==> src/hw/rtl/three_level_priority_fifo_macros.svh <==
// assertion macros shared by the priority queue modules
`ifndef THREE_LEVEL_PRIORITY_FIFO_MACROS_SVH
`define THREE_LEVEL_PRIORITY_FIFO_MACROS_SVH

`ifndef ASSERT_OFF
`define TLPF_ASSERT_IMP(label, clk, rstn, pre, post) \
    label: assert property (@(posedge clk) disable iff (!rstn) (pre) |-> (post)) \
        else $error("assertion failed");
`define TLPF_ASSERT_NXT(label, clk, rstn, pre, post) \
    label: assert property (@(posedge clk) disable iff (!rstn) (pre) |=> (post)) \
        else $error("assertion failed");
`else
`define TLPF_ASSERT_IMP(label, clk, rstn, pre, post)
`define TLPF_ASSERT_NXT(label, clk, rstn, pre, post)
`endif

`endif

==> src/hw/rtl/tlpf_pkg.sv <==
// shared constants and types for the three-level priority queue
package tlpf_pkg;

    localparam int DEF_QUEUE_DEPTH = 16;
    localparam int DEF_LEVELS      = 3;
    localparam int DEF_ID_BITS     = 16;

    localparam int ID_W     = 16;
    localparam int PRIO_W   = 2;
    localparam int BURST_W  = 32;
    localparam int STATUS_W = 2;
    localparam int LEVEL_W  = 2;
    localparam int S_DATA_W = 56;
    localparam int M_DATA_W = 56;

    localparam int OUTQ_DEPTH = 3;

    localparam logic MODE_ENQ = 1'b0;
    localparam logic MODE_DEQ = 1'b1;

    localparam logic [STATUS_W-1:0] ST_OK    = 2'd0;
    localparam logic [STATUS_W-1:0] ST_EMPTY = 2'd1;
    localparam logic [STATUS_W-1:0] ST_FULL  = 2'd2;

    typedef struct packed {
        logic                valid;
        logic                hit;
        logic [STATUS_W-1:0] status;
        logic [LEVEL_W-1:0]  level;
    } tlpf_rsp_t;

    typedef struct packed {
        logic [STATUS_W-1:0] status;
        logic [LEVEL_W-1:0]  level;
        logic [ID_W-1:0]     id;
        logic [BURST_W-1:0]  burst;
    } tlpf_res_t;

endpackage

==> src/hw/rtl/tlpf_store.sv <==
// job entry memory, one write port and one registered read port
module tlpf_store #(
    parameter int DEPTH  = 48,
    parameter int WIDTH  = 48,
    parameter int ADDR_W = 6
) (
    input  logic              aclk,
    input  logic              we,
    input  logic [ADDR_W-1:0] waddr,
    input  logic [WIDTH-1:0]  wdata,
    input  logic              re,
    input  logic [ADDR_W-1:0] raddr,
    output logic [WIDTH-1:0]  rdata
);

    logic [WIDTH-1:0] mem [DEPTH];

    always_ff @(posedge aclk) begin
        if (we) begin
            mem[waddr] <= wdata;
        end
    end

    always_ff @(posedge aclk) begin
        if (re) begin
            rdata <= mem[raddr];
        end
    end

endmodule

==> src/hw/rtl/tlpf_ctrl.sv <==
// ring pointers, level counts, priority pick and memory access issue
`include "three_level_priority_fifo_macros.svh"
module tlpf_ctrl
    import tlpf_pkg::*;
#(
    parameter int QUEUE_DEPTH = DEF_QUEUE_DEPTH,
    parameter int LEVELS      = DEF_LEVELS,
    parameter int ID_BITS     = DEF_ID_BITS,
    parameter int ADDR_W      = 6
) (
    input  logic                    aclk,
    input  logic                    aresetn,
    input  logic                    s_tvalid,
    output logic                    s_tready,
    input  logic                    s_tuser,
    input  logic [S_DATA_W-1:0]     s_tdata,
    input  logic                    can_take,
    output logic                    mem_we,
    output logic [ADDR_W-1:0]       mem_waddr,
    output logic [ID_BITS+BURST_W-1:0] mem_wdata,
    output logic                    mem_re,
    output logic [ADDR_W-1:0]       mem_raddr,
    output tlpf_rsp_t               rsp
);

    localparam int PTR_W = $clog2(QUEUE_DEPTH);
    localparam int CNT_W = $clog2(QUEUE_DEPTH + 1);
    localparam int LVL_W = $clog2(LEVELS);

    logic [PTR_W-1:0] wp_reg [LEVELS];
    logic [PTR_W-1:0] wp_next [LEVELS];
    logic [PTR_W-1:0] rp_reg [LEVELS];
    logic [PTR_W-1:0] rp_next [LEVELS];
    logic [CNT_W-1:0] cnt_reg [LEVELS];
    logic [CNT_W-1:0] cnt_next [LEVELS];
    tlpf_rsp_t        rsp_reg;
    tlpf_rsp_t        rsp_next;

    logic              accept;
    logic [ID_W-1:0]   id_in;
    logic [PRIO_W-1:0] prio_in;
    logic [BURST_W-1:0] burst_in;
    logic [31:0]       prio_w;
    logic [31:0]       id_w;
    logic [LVL_W-1:0]  lvl_enq;
    logic [LVL_W-1:0]  lvl_deq;
    logic              found;
    logic              full;
    logic [PTR_W-1:0]  wp_sel;
    logic [PTR_W-1:0]  rp_sel;

    assign s_tready = can_take;
    assign accept   = s_tvalid && s_tready;
    assign id_in    = s_tdata[ID_W-1:0];
    assign prio_in  = s_tdata[ID_W+PRIO_W-1:ID_W];
    assign burst_in = s_tdata[ID_W+PRIO_W+BURST_W-1:ID_W+PRIO_W];
    assign prio_w   = 32'(prio_in);
    assign id_w     = 32'(id_in);
    assign lvl_enq  = (prio_w >= LEVELS) ? '0 : prio_w[LVL_W-1:0];
    assign full     = (cnt_reg[lvl_enq] == CNT_W'(QUEUE_DEPTH));
    assign wp_sel   = wp_reg[lvl_enq];
    assign rp_sel   = rp_reg[lvl_deq];

    always_comb begin
        found   = 1'b0;
        lvl_deq = '0;
        for (int i = LEVELS - 1; i >= 0; i--) begin
            if (cnt_reg[i] != '0) begin
                found   = 1'b1;
                lvl_deq = LVL_W'(i);
            end
        end
    end

    assign mem_we    = accept && (s_tuser == MODE_ENQ) && !full;
    assign mem_re    = accept && (s_tuser == MODE_DEQ) && found;
    assign mem_waddr = ADDR_W'(lvl_enq) * ADDR_W'(QUEUE_DEPTH) + ADDR_W'(wp_sel);
    assign mem_raddr = ADDR_W'(lvl_deq) * ADDR_W'(QUEUE_DEPTH) + ADDR_W'(rp_sel);
    assign mem_wdata = {burst_in, id_w[ID_BITS-1:0]};

    always_comb begin
        for (int i = 0; i < LEVELS; i++) begin
            wp_next[i]  = wp_reg[i];
            rp_next[i]  = rp_reg[i];
            cnt_next[i] = cnt_reg[i];
        end
        if (mem_we) begin
            wp_next[lvl_enq]  = (wp_sel == PTR_W'(QUEUE_DEPTH - 1)) ? '0 : wp_sel + 1'b1;
            cnt_next[lvl_enq] = cnt_reg[lvl_enq] + 1'b1;
        end
        if (mem_re) begin
            rp_next[lvl_deq]  = (rp_sel == PTR_W'(QUEUE_DEPTH - 1)) ? '0 : rp_sel + 1'b1;
            cnt_next[lvl_deq] = cnt_reg[lvl_deq] - 1'b1;
        end
    end

    always_comb begin
        rsp_next.valid  = accept;
        rsp_next.hit    = mem_re;
        rsp_next.status = ST_OK;
        rsp_next.level  = '0;
        if (s_tuser == MODE_ENQ) begin
            rsp_next.level = LEVEL_W'(lvl_enq);
            if (full) begin
                rsp_next.status = ST_FULL;
            end
        end else if (found) begin
            rsp_next.level = LEVEL_W'(lvl_deq);
        end else begin
            rsp_next.status = ST_EMPTY;
        end
    end

    always_ff @(posedge aclk) begin
        if (!aresetn) begin
            for (int i = 0; i < LEVELS; i++) begin
                wp_reg[i]  <= '0;
                rp_reg[i]  <= '0;
                cnt_reg[i] <= '0;
            end
            rsp_reg <= '0;
        end else begin
            for (int i = 0; i < LEVELS; i++) begin
                wp_reg[i]  <= wp_next[i];
                rp_reg[i]  <= rp_next[i];
                cnt_reg[i] <= cnt_next[i];
            end
            rsp_reg <= rsp_next;
        end
    end

    assign rsp = rsp_reg;

    `TLPF_ASSERT_IMP(a_single_port_use, aclk, aresetn, mem_we, !mem_re)
    `TLPF_ASSERT_NXT(a_empty_reply, aclk, aresetn, accept && (s_tuser == MODE_DEQ) && !found, rsp_reg.valid && (rsp_reg.status == ST_EMPTY) && !rsp_reg.hit)
    `TLPF_ASSERT_NXT(a_full_reply, aclk, aresetn, accept && (s_tuser == MODE_ENQ) && full, rsp_reg.valid && (rsp_reg.status == ST_FULL))

endmodule

==> src/hw/rtl/tlpf_outq.sv <==
// result assembly and small result queue toward the master side
`include "three_level_priority_fifo_macros.svh"
module tlpf_outq
    import tlpf_pkg::*;
#(
    parameter int ID_BITS = DEF_ID_BITS
) (
    input  logic                       aclk,
    input  logic                       aresetn,
    input  tlpf_rsp_t                  rsp,
    input  logic [ID_BITS+BURST_W-1:0] rdata,
    output logic                       can_take,
    output logic                       m_tvalid,
    input  logic                       m_tready,
    output logic [STATUS_W-1:0]        m_tuser,
    output logic [M_DATA_W-1:0]        m_tdata
);

    localparam int IDX_W = $clog2(OUTQ_DEPTH);
    localparam int OCC_W = $clog2(OUTQ_DEPTH + 1);

    tlpf_res_t        q_reg [OUTQ_DEPTH];
    logic [IDX_W-1:0] wr_reg;
    logic [IDX_W-1:0] wr_next;
    logic [IDX_W-1:0] rd_reg;
    logic [IDX_W-1:0] rd_next;
    logic [OCC_W-1:0] occ_reg;
    logic [OCC_W-1:0] occ_next;

    logic             pop;
    logic [31:0]      rd_id_w;
    tlpf_res_t        res;
    tlpf_res_t        head;
    logic [OCC_W:0]   pending;

    assign rd_id_w = 32'(rdata[ID_BITS-1:0]);

    always_comb begin
        res.status = rsp.status;
        res.level  = rsp.level;
        res.id     = rsp.hit ? rd_id_w[ID_W-1:0] : '0;
        res.burst  = rsp.hit ? rdata[ID_BITS+BURST_W-1:ID_BITS] : '0;
    end

    assign pending  = (OCC_W+1)'(occ_reg) + (OCC_W+1)'(rsp.valid);
    assign can_take = (pending < (OCC_W+1)'(OUTQ_DEPTH));

    assign m_tvalid = (occ_reg != '0);
    assign pop      = m_tvalid && m_tready;
    assign head     = q_reg[rd_reg];
    assign m_tuser  = head.status;
    assign m_tdata  = {{(M_DATA_W-ID_W-LEVEL_W-BURST_W){1'b0}}, head.burst, head.level, head.id};

    always_comb begin
        wr_next  = wr_reg;
        rd_next  = rd_reg;
        occ_next = occ_reg;
        if (rsp.valid) begin
            wr_next = (wr_reg == IDX_W'(OUTQ_DEPTH - 1)) ? '0 : wr_reg + 1'b1;
        end
        if (pop) begin
            rd_next = (rd_reg == IDX_W'(OUTQ_DEPTH - 1)) ? '0 : rd_reg + 1'b1;
        end
        if (rsp.valid && !pop) begin
            occ_next = occ_reg + 1'b1;
        end else if (!rsp.valid && pop) begin
            occ_next = occ_reg - 1'b1;
        end
    end

    always_ff @(posedge aclk) begin
        if (rsp.valid) begin
            q_reg[wr_reg] <= res;
        end
    end

    always_ff @(posedge aclk) begin
        if (!aresetn) begin
            wr_reg  <= '0;
            rd_reg  <= '0;
            occ_reg <= '0;
        end else begin
            wr_reg  <= wr_next;
            rd_reg  <= rd_next;
            occ_reg <= occ_next;
        end
    end

    `TLPF_ASSERT_IMP(a_no_overflow, aclk, aresetn, rsp.valid, occ_reg != OCC_W'(OUTQ_DEPTH))

endmodule

==> src/hw/rtl/three_level_priority_fifo.sv <==
// an accepted request has its reply and memory read registered, then its result written into the result queue
// throughput: one request per cycle while s_tready is high, set by the single access per cycle to the entry memory
// the result queue holds three results, input stalls once three wait or are in flight
// reset: aresetn synchronous, clears pointers, level counts and the result queue
// the entry memory is not cleared, only written entries are ever read
module three_level_priority_fifo
    import tlpf_pkg::*;
#(
    parameter int QUEUE_DEPTH = DEF_QUEUE_DEPTH,
    parameter int LEVELS      = DEF_LEVELS,
    parameter int ID_BITS     = DEF_ID_BITS
) (
    input  logic                aclk,
    input  logic                aresetn,
    input  logic                s_tvalid,
    output logic                s_tready,
    input  logic                s_tuser,   // mode
    input  logic [S_DATA_W-1:0] s_tdata,   // proc_id_in, priority_in, burst_in, zero pad
    output logic                m_tvalid,
    input  logic                m_tready,
    output logic [STATUS_W-1:0] m_tuser,   // status
    output logic [M_DATA_W-1:0] m_tdata    // proc_id_out, level_out, burst_out, zero pad
);

    localparam int MEM_DEPTH = LEVELS * QUEUE_DEPTH;
    localparam int ADDR_W    = $clog2(MEM_DEPTH);
    localparam int MEM_W     = ID_BITS + BURST_W;

    logic              can_take;
    logic              mem_we;
    logic [ADDR_W-1:0] mem_waddr;
    logic [MEM_W-1:0]  mem_wdata;
    logic              mem_re;
    logic [ADDR_W-1:0] mem_raddr;
    logic [MEM_W-1:0]  mem_rdata;
    tlpf_rsp_t         rsp;

    tlpf_ctrl #(
        .QUEUE_DEPTH (QUEUE_DEPTH),
        .LEVELS      (LEVELS),
        .ID_BITS     (ID_BITS),
        .ADDR_W      (ADDR_W)
    ) u_ctrl (
        .aclk      (aclk),
        .aresetn   (aresetn),
        .s_tvalid  (s_tvalid),
        .s_tready  (s_tready),
        .s_tuser   (s_tuser),
        .s_tdata   (s_tdata),
        .can_take  (can_take),
        .mem_we    (mem_we),
        .mem_waddr (mem_waddr),
        .mem_wdata (mem_wdata),
        .mem_re    (mem_re),
        .mem_raddr (mem_raddr),
        .rsp       (rsp)
    );

    tlpf_store #(
        .DEPTH  (MEM_DEPTH),
        .WIDTH  (MEM_W),
        .ADDR_W (ADDR_W)
    ) u_store (
        .aclk  (aclk),
        .we    (mem_we),
        .waddr (mem_waddr),
        .wdata (mem_wdata),
        .re    (mem_re),
        .raddr (mem_raddr),
        .rdata (mem_rdata)
    );

    tlpf_outq #(
        .ID_BITS (ID_BITS)
    ) u_outq (
        .aclk     (aclk),
        .aresetn  (aresetn),
        .rsp      (rsp),
        .rdata    (mem_rdata),
        .can_take (can_take),
        .m_tvalid (m_tvalid),
        .m_tready (m_tready),
        .m_tuser  (m_tuser),
        .m_tdata  (m_tdata)
    );

endmodule

==> config.mk <==
export PLATFORM = sky130hd
export DESIGN_NAME = three_level_priority_fifo
export DESIGN_NICKNAME = d
export VERILOG_FILES = /design/src/hw/rtl/tlpf_pkg.sv /design/src/hw/rtl/tlpf_store.sv /design/src/hw/rtl/tlpf_ctrl.sv /design/src/hw/rtl/tlpf_outq.sv /design/src/hw/rtl/three_level_priority_fifo.sv
export VERILOG_INCLUDE_DIRS = /design/src /design/src/hw/rtl
export SDC_FILE = /design/constraint.sdc
export NUM_CORES = 2
export LEC_CHECK = 0
export BUFFER_PORTS_ARGS = -buffer_cell sky130_fd_sc_hd__buf_2
export CORE_MARGIN = 4
export CORE_UTILIZATION = 55
export CTS_CLUSTER_SIZE = 16
export DETAILED_ROUTE_END_ITERATION = 10
export HOLD_SLACK_MARGIN = 0.03
export PLACE_DENSITY = 0.74
export SYNTH_ARGS = -nofsm -noshare
export SYNTH_HDL_FRONTEND = slang
export SYNTH_SLANG_ARGS = --single-unit
==> constraint.sdc <==
create_clock -name aclk -period 4.87 [get_ports aclk]
set_input_delay 0.2435 -clock aclk [delete_from_list [all_inputs] [get_ports aclk]]
set_output_delay 0.2435 -clock aclk [all_outputs]
set_load 0.02 [all_outputs]
* Yosys cells after proc, flatten, opt, wreduce, memory -nomap -nowiden
Memories as Yosys holds them, arrays and structs flattened. A register that Yosys moved wholly into a read port is not among the register bits.
Cells that the tools add are included.
** Cells by class
- Bitwise gates (word level) :: 12
- Equality and inequality tests :: 5
- Reduce and logical (&&, ||, !) cells :: 18
- Mux-type cells :: 52
- Add/subtract/negate cells :: 11
- Magnitude comparators :: 6
** Operator list (number)
- $mux W4 :: 11
- $mux W32 :: 1
- $bwmux W15 :: 2
- $mux W15 :: 2
- $mux W5 :: 5
- $bwmux W12 :: 2
- $mux W12 :: 2
- $mux W2 :: 12
- $demux W5 S2 :: 2
- $demux W4 S2 :: 2
- $mux W16 :: 1
- $reduce_bool A5 Y1 :: 3
- $add A6 B4 Y6 :: 2
- $logic_and A1 B1 Y1 :: 10
- $mux W1 :: 10
- $or A1 B1 Y1 :: 9
- $add A4 B1 Y4 const B :: 2
- $eq A4 B4 Y1 const B :: 2
- $add A2 B1 Y2 const B :: 3
- $ge A3 B3 Y1 const B :: 2
- $lt A3 B1 Y1 const B :: 2
- $not A2 Y3 :: 2
- $add A5 B1 Y5 const B :: 1
- $eq A5 B5 Y1 const B :: 1
- other kinds (9) :: 13
** Storage, ports and cells
- Register bits after elaboration :: 12
- Output and inout port bits :: 60
- Word-level logic and storage cells :: 116
- Memories :: 5
- Bits in writable memories :: 2499
- Input bits :: 61
** Memory list
- u_store.mem :: words 48, bits a word 48, read ports 1, clocked after Yosys merged registers in 1, wr ports 1, line tlpf_store.sv:16 : logic [WIDTH-1:0] mem [DEPTH];
- u_outq.q_reg :: words 3, bits a word 52, read ports 1, clocked after Yosys merged registers in 1, wr ports 1, line tlpf_outq.sv:22 : tlpf_res_t q_reg [OUTQ_DEPTH];
- u_ctrl.cnt_reg :: words 3, bits a word 5, read ports 5, clocked after Yosys merged registers in 0, wr ports 3, line tlpf_ctrl.sv:34 : logic [CNT_W-1:0] cnt_reg [LEVELS];
- u_ctrl.rp_reg :: words 3, bits a word 4, read ports 4, clocked after Yosys merged registers in 0, wr ports 3, line tlpf_ctrl.sv:32 : logic [PTR_W-1:0] rp_reg [LEVELS];
- u_ctrl.wp_reg :: words 3, bits a word 4, read ports 4, clocked after Yosys merged registers in 0, wr ports 3, line tlpf_ctrl.sv:30 : logic [PTR_W-1:0] wp_reg [LEVELS];

* Logic depth before layout (Yosys ltp)
An unclocked memory read counts as a cell.
- Depth after elaboration :: 13
- Mapped depth :: 14
- Depth with buffers taken out :: 12

* By module
From an unflattened synthesis, not the netlist that was laid out.
** Second synthesis, totals
- Cells, all modules :: 4590
- Area, all modules :: 98658.4 µm²
** Modules (own cells, without submodules)
- tlpf_store :: instances 1, area an instance 89201.8 µm², cells an instance 3813
- tlpf_outq :: instances 1, area an instance 6487.5 µm², cells an instance 424
- tlpf_ctrl :: instances 1, area an instance 2969.1 µm², cells an instance 353

* Worst setup path after synthesis
Ideal clock, no wire load.
- Path type :: input port to flip-flop
- Start point :: in s_tdata[16]
- End point :: mem u_store.mem[40][0] (enable)
- Buffers on the path :: 3
- Setup time :: 0.454 ns
- Stages :: 11
- Path slack :: -0.147 ns
- Arrival :: 4.564 ns
- Cell sequence :: inv_1 ha_1 clkbuf_1 buf_1 a21oi_1 ha_1 and4_1 nor3_1 clkbuf_1 nand4_1 nor2_1
** Between the ends
- Longest elaborated chain between the ends :: 8
** RTL lines
- from (decl) :: line three_level_priority_fifo.sv:18 : input logic [S_DATA_W-1:0] s_tdata,
- $ge A2 B2 Y1 :: line tlpf_ctrl.sv:59 : assign lvl_enq = (prio_w >= LEVELS) ? '0 : prio_w[LVL_W-1:0];
- $mux W2 (*) :: line tlpf_ctrl.sv:59
- $mem_v2 Z3 W5
- $eq A5 B5 Y1 :: line tlpf_ctrl.sv:60 : assign full = (cnt_reg[lvl_enq] == CNT_W'(QUEUE_DEPTH));
- $logic_not A1 Y1 :: line tlpf_ctrl.sv:75 : assign mem_we = accept && (s_tuser == MODE_ENQ) && !full;
- $logic_and A1 B1 Y1 :: line tlpf_ctrl.sv:75
- $mux W1 :: line tlpf_store.sv:19 : if (we) begin
- $mux W1 (implied by the code) :: line tlpf_store.sv:20 : mem[waddr] <= wdata;
- to (decl) :: line tlpf_store.sv:16
Every way passes the cells marked *; elsewhere a longest branch is shown, timed or not.

==> results.cfg <==
[grt]
antenna_found_initial = 29
grt_pass1_vias = 62800
grt_pass1_wl_mm = 435
grt_max_degree = 127
track_usage_pct = 31.2
grt-ovfl-total = 0

[layout]
largest_register_ffs = 2304
fin_nets = 7019
layout-drive-gt1-share_pct = 12.1
syn_to_final_growth_pct = 13.0

[hold_path]
hp-class = in2reg
min-delay-start = s_tdata[11]
hold_end = u_store.mem[15][11]$_DFFE_PP_
holdPathStages = 1

[setup_path]
cp_max_fo = 40
regToRegSetupSlack_ps = 480
crit_chain = or4_4, nor2_4, o21ai_4, nand2_8, inv_8, nor2_1, a31oi_1, a22oi_1, nand4_1
arrival_ps = 5010
worst-r2r-cell-count = 9
crit_path_start_kind = register
crit_required_ps = 5500
critPathKind = reg2reg
critPathMaxStageDelay_ps = 1110
crit_buf_inv = 1
critical-path-top-delay-family = simple AND/OR/NAND/NOR gates
r2r_start = u_ctrl.cnt_reg[0][1]$_SDFF_PN0_
regToRegEndpoint = u_store.rdata[46]$_DFFE_PN_
worst_path_max_delay_cell = nor2_1
crit_path_end_kind = register

[cts]
clkLatencyLatePin_ps = 900
clock_sinks = 2561
tritoncts = yes
clk_pin_slew_ps = 60
postCtsSetupBuffers = 0
cts_root_buffer = clkbuf_16
cts_buffers = 234
h-tree-depth = 4
cts.path.max_buffers = 3

[synthesis]
synth.distinct_cells = 87
seq_area_frac_synth_pct = 75.0
netlist_area_um2 = 102000
synthCells = 6815
synth-main-ff-cell = edfxtp_1
synth_edf_count = 2508
ys_ff_latch = 2561
yosys_warnings = 0
synth_top_area_share_pct = 74.0
synth_area_leader_cell = edfxtp_1
synth.avg_cell_area_um2 = 14.9
synth.most_common_cell = edfxtp_1
synth-async-reset-ratio_pct = 0
synth_commonest_cells = edfxtp_1, nand2_1, and3_1
synthTopCellsByArea = edfxtp_1, nand2_1, mux2i_1

[timing]
finalClockSkew_ps = 45.9
hold-worst-slack_ps = 50.4
slew_viol_final = 0
slew_headroom_pct = 6.61
clock.fmax_mhz = 228
fin_crit_ps = 4390
rsz0062_at_grt = false
period_share_pct = 90.1
finalSetupViolCount = 0
hold_viol = 0
worst_pin_slew_ps = 1400

[place]
hpwl_mm = 162
gp_congestion = 0.891
port_buffers = 108

[power_and_ir_drop]
p_total_w = 0.0791
vdd_drop_max_mv = 1.51
power.leakage_nw = 37.9
p_per_area_nw_per_um2 = 688

[floorplanning]
dieWidth_um = 438
core_um2 = 183000
rows = 157
die_area_um2 = 192000
fp.dieH_um = 438
boundaryPins = 121
initial_core_util_pct = 55.5

[job]
maxCapViolCount = 0

[routing]
ant_nets = 0
firstDrtPassIters = 10
post-route-drc-count = 0
totalWireLength_mm = 306
first_iter_violations = 10500
avgRoutedWirePerCell_um = 31.8
vias = 66500
viasPerCell = 6.90

[outcome]
status = finished clean
==> worst max-delay path by stage <==
stage,endpoint,start,slack (ps),depth (start not counted)
global route,u_store.rdata[16]$_DFFE_PN_,u_ctrl.cnt_reg[0][1]$_SDFF_PN0_,440,10
detailed placement,u_store.rdata[46]$_DFFE_PN_,u_ctrl.cnt_reg[0][1]$_SDFF_PN0_,660,9
finish,u_store.rdata[46]$_DFFE_PN_,u_ctrl.cnt_reg[0][1]$_SDFF_PN0_,480,9
CTS,u_store.rdata[28]$_DFFE_PN_,u_ctrl.cnt_reg[0][1]$_SDFF_PN0_,660,10
floorplan,u_store.mem[40][0]$_DFFE_PP_,s_tdata[16],-150,11
global placement,u_store.mem[13][14]$_DFFE_PP_,s_tdata[16],670,14
==> per-stage QoR <==
stage	utilization, %	std cells	TNS (ps)	instance area [µm²]	setup slack (ps)
after floorplan	-	6820	-113030	102000	-147
final	62.7	9636	0	115000	481
after global routing	62.7	9621	0	115000	442
after global placement	58.3	9125	0	107000	669
after detailed placement	58.3	9125	0	107000	660
after CTS	62.7	9618	0	115000	657
==> metal layers <==
metal | share of wire, % | wire [µm] | GRT usage (%)
met4 | 6.0 | 18300 | 16.3
met5 | 0.027 | 84 | 0
met3 | 15 | 45500 | 9.90
met1 | 35 | 107000 | 41.5
met2 | 44 | 135000 | 46.3
==> timing repair <==
action,in CTS,in global routing
hold endpoints to repair,2063,0
gates resized for setup,0,0
hold buffers,49,0
==> report_power, final <==
group | switching, W | total (W) | internal [W]
clock | 0.00804 | 0.0182 | 0.0101
sequential | 0.000892 | 0.0260 | 0.0251
combinational | 0.0249 | 0.0350 | 0.0100
total | 0.0339 | 0.0791 | 0.0452
==> area by class of cell <==
type,instances,area [µm²]
multi-input cells,3711,23500
well taps,2464,3080
fillers,12700,68400
clock inverters,147,1330
inverters,14,67.6
flip-flops and latches,2561,76400
repair buffers,424,4370
clock buffers,297,6270
diodes,18,45.0
==> cell usage in the layout, fill, tap and decap left out, types with 160 or more instances in the layout <==
cell type  instances
a211oi_1         205
a2111oi_0        209
buf_4            160
edfxtp_1        2508
clkbuf_16        239
o21ai_0          214
mux2i_1          301
nand3_1          254
nand2_1          828
and3_1           380
==> logic make-up after synthesis <==
| group | after synthesis | share of synthesized area (%) |
|---|---|---|
| other | 1 | 0.00368 |
| XOR/XNOR | 11 | 0.0947 |
| buffers and inverters | 548 | 2.44 |
| flip-flops | 2561 | 75.0 |
| AND/OR/NAND/NOR | 2071 | 9.95 |
| AO/OA/AOI/OAI | 1300 | 9.25 |
| adder cells (fa/ha/maj) | 12 | 0.148 |
| multiplexers | 311 | 3.07 |
Note: power is estimated with default switching activity, not from simulation.
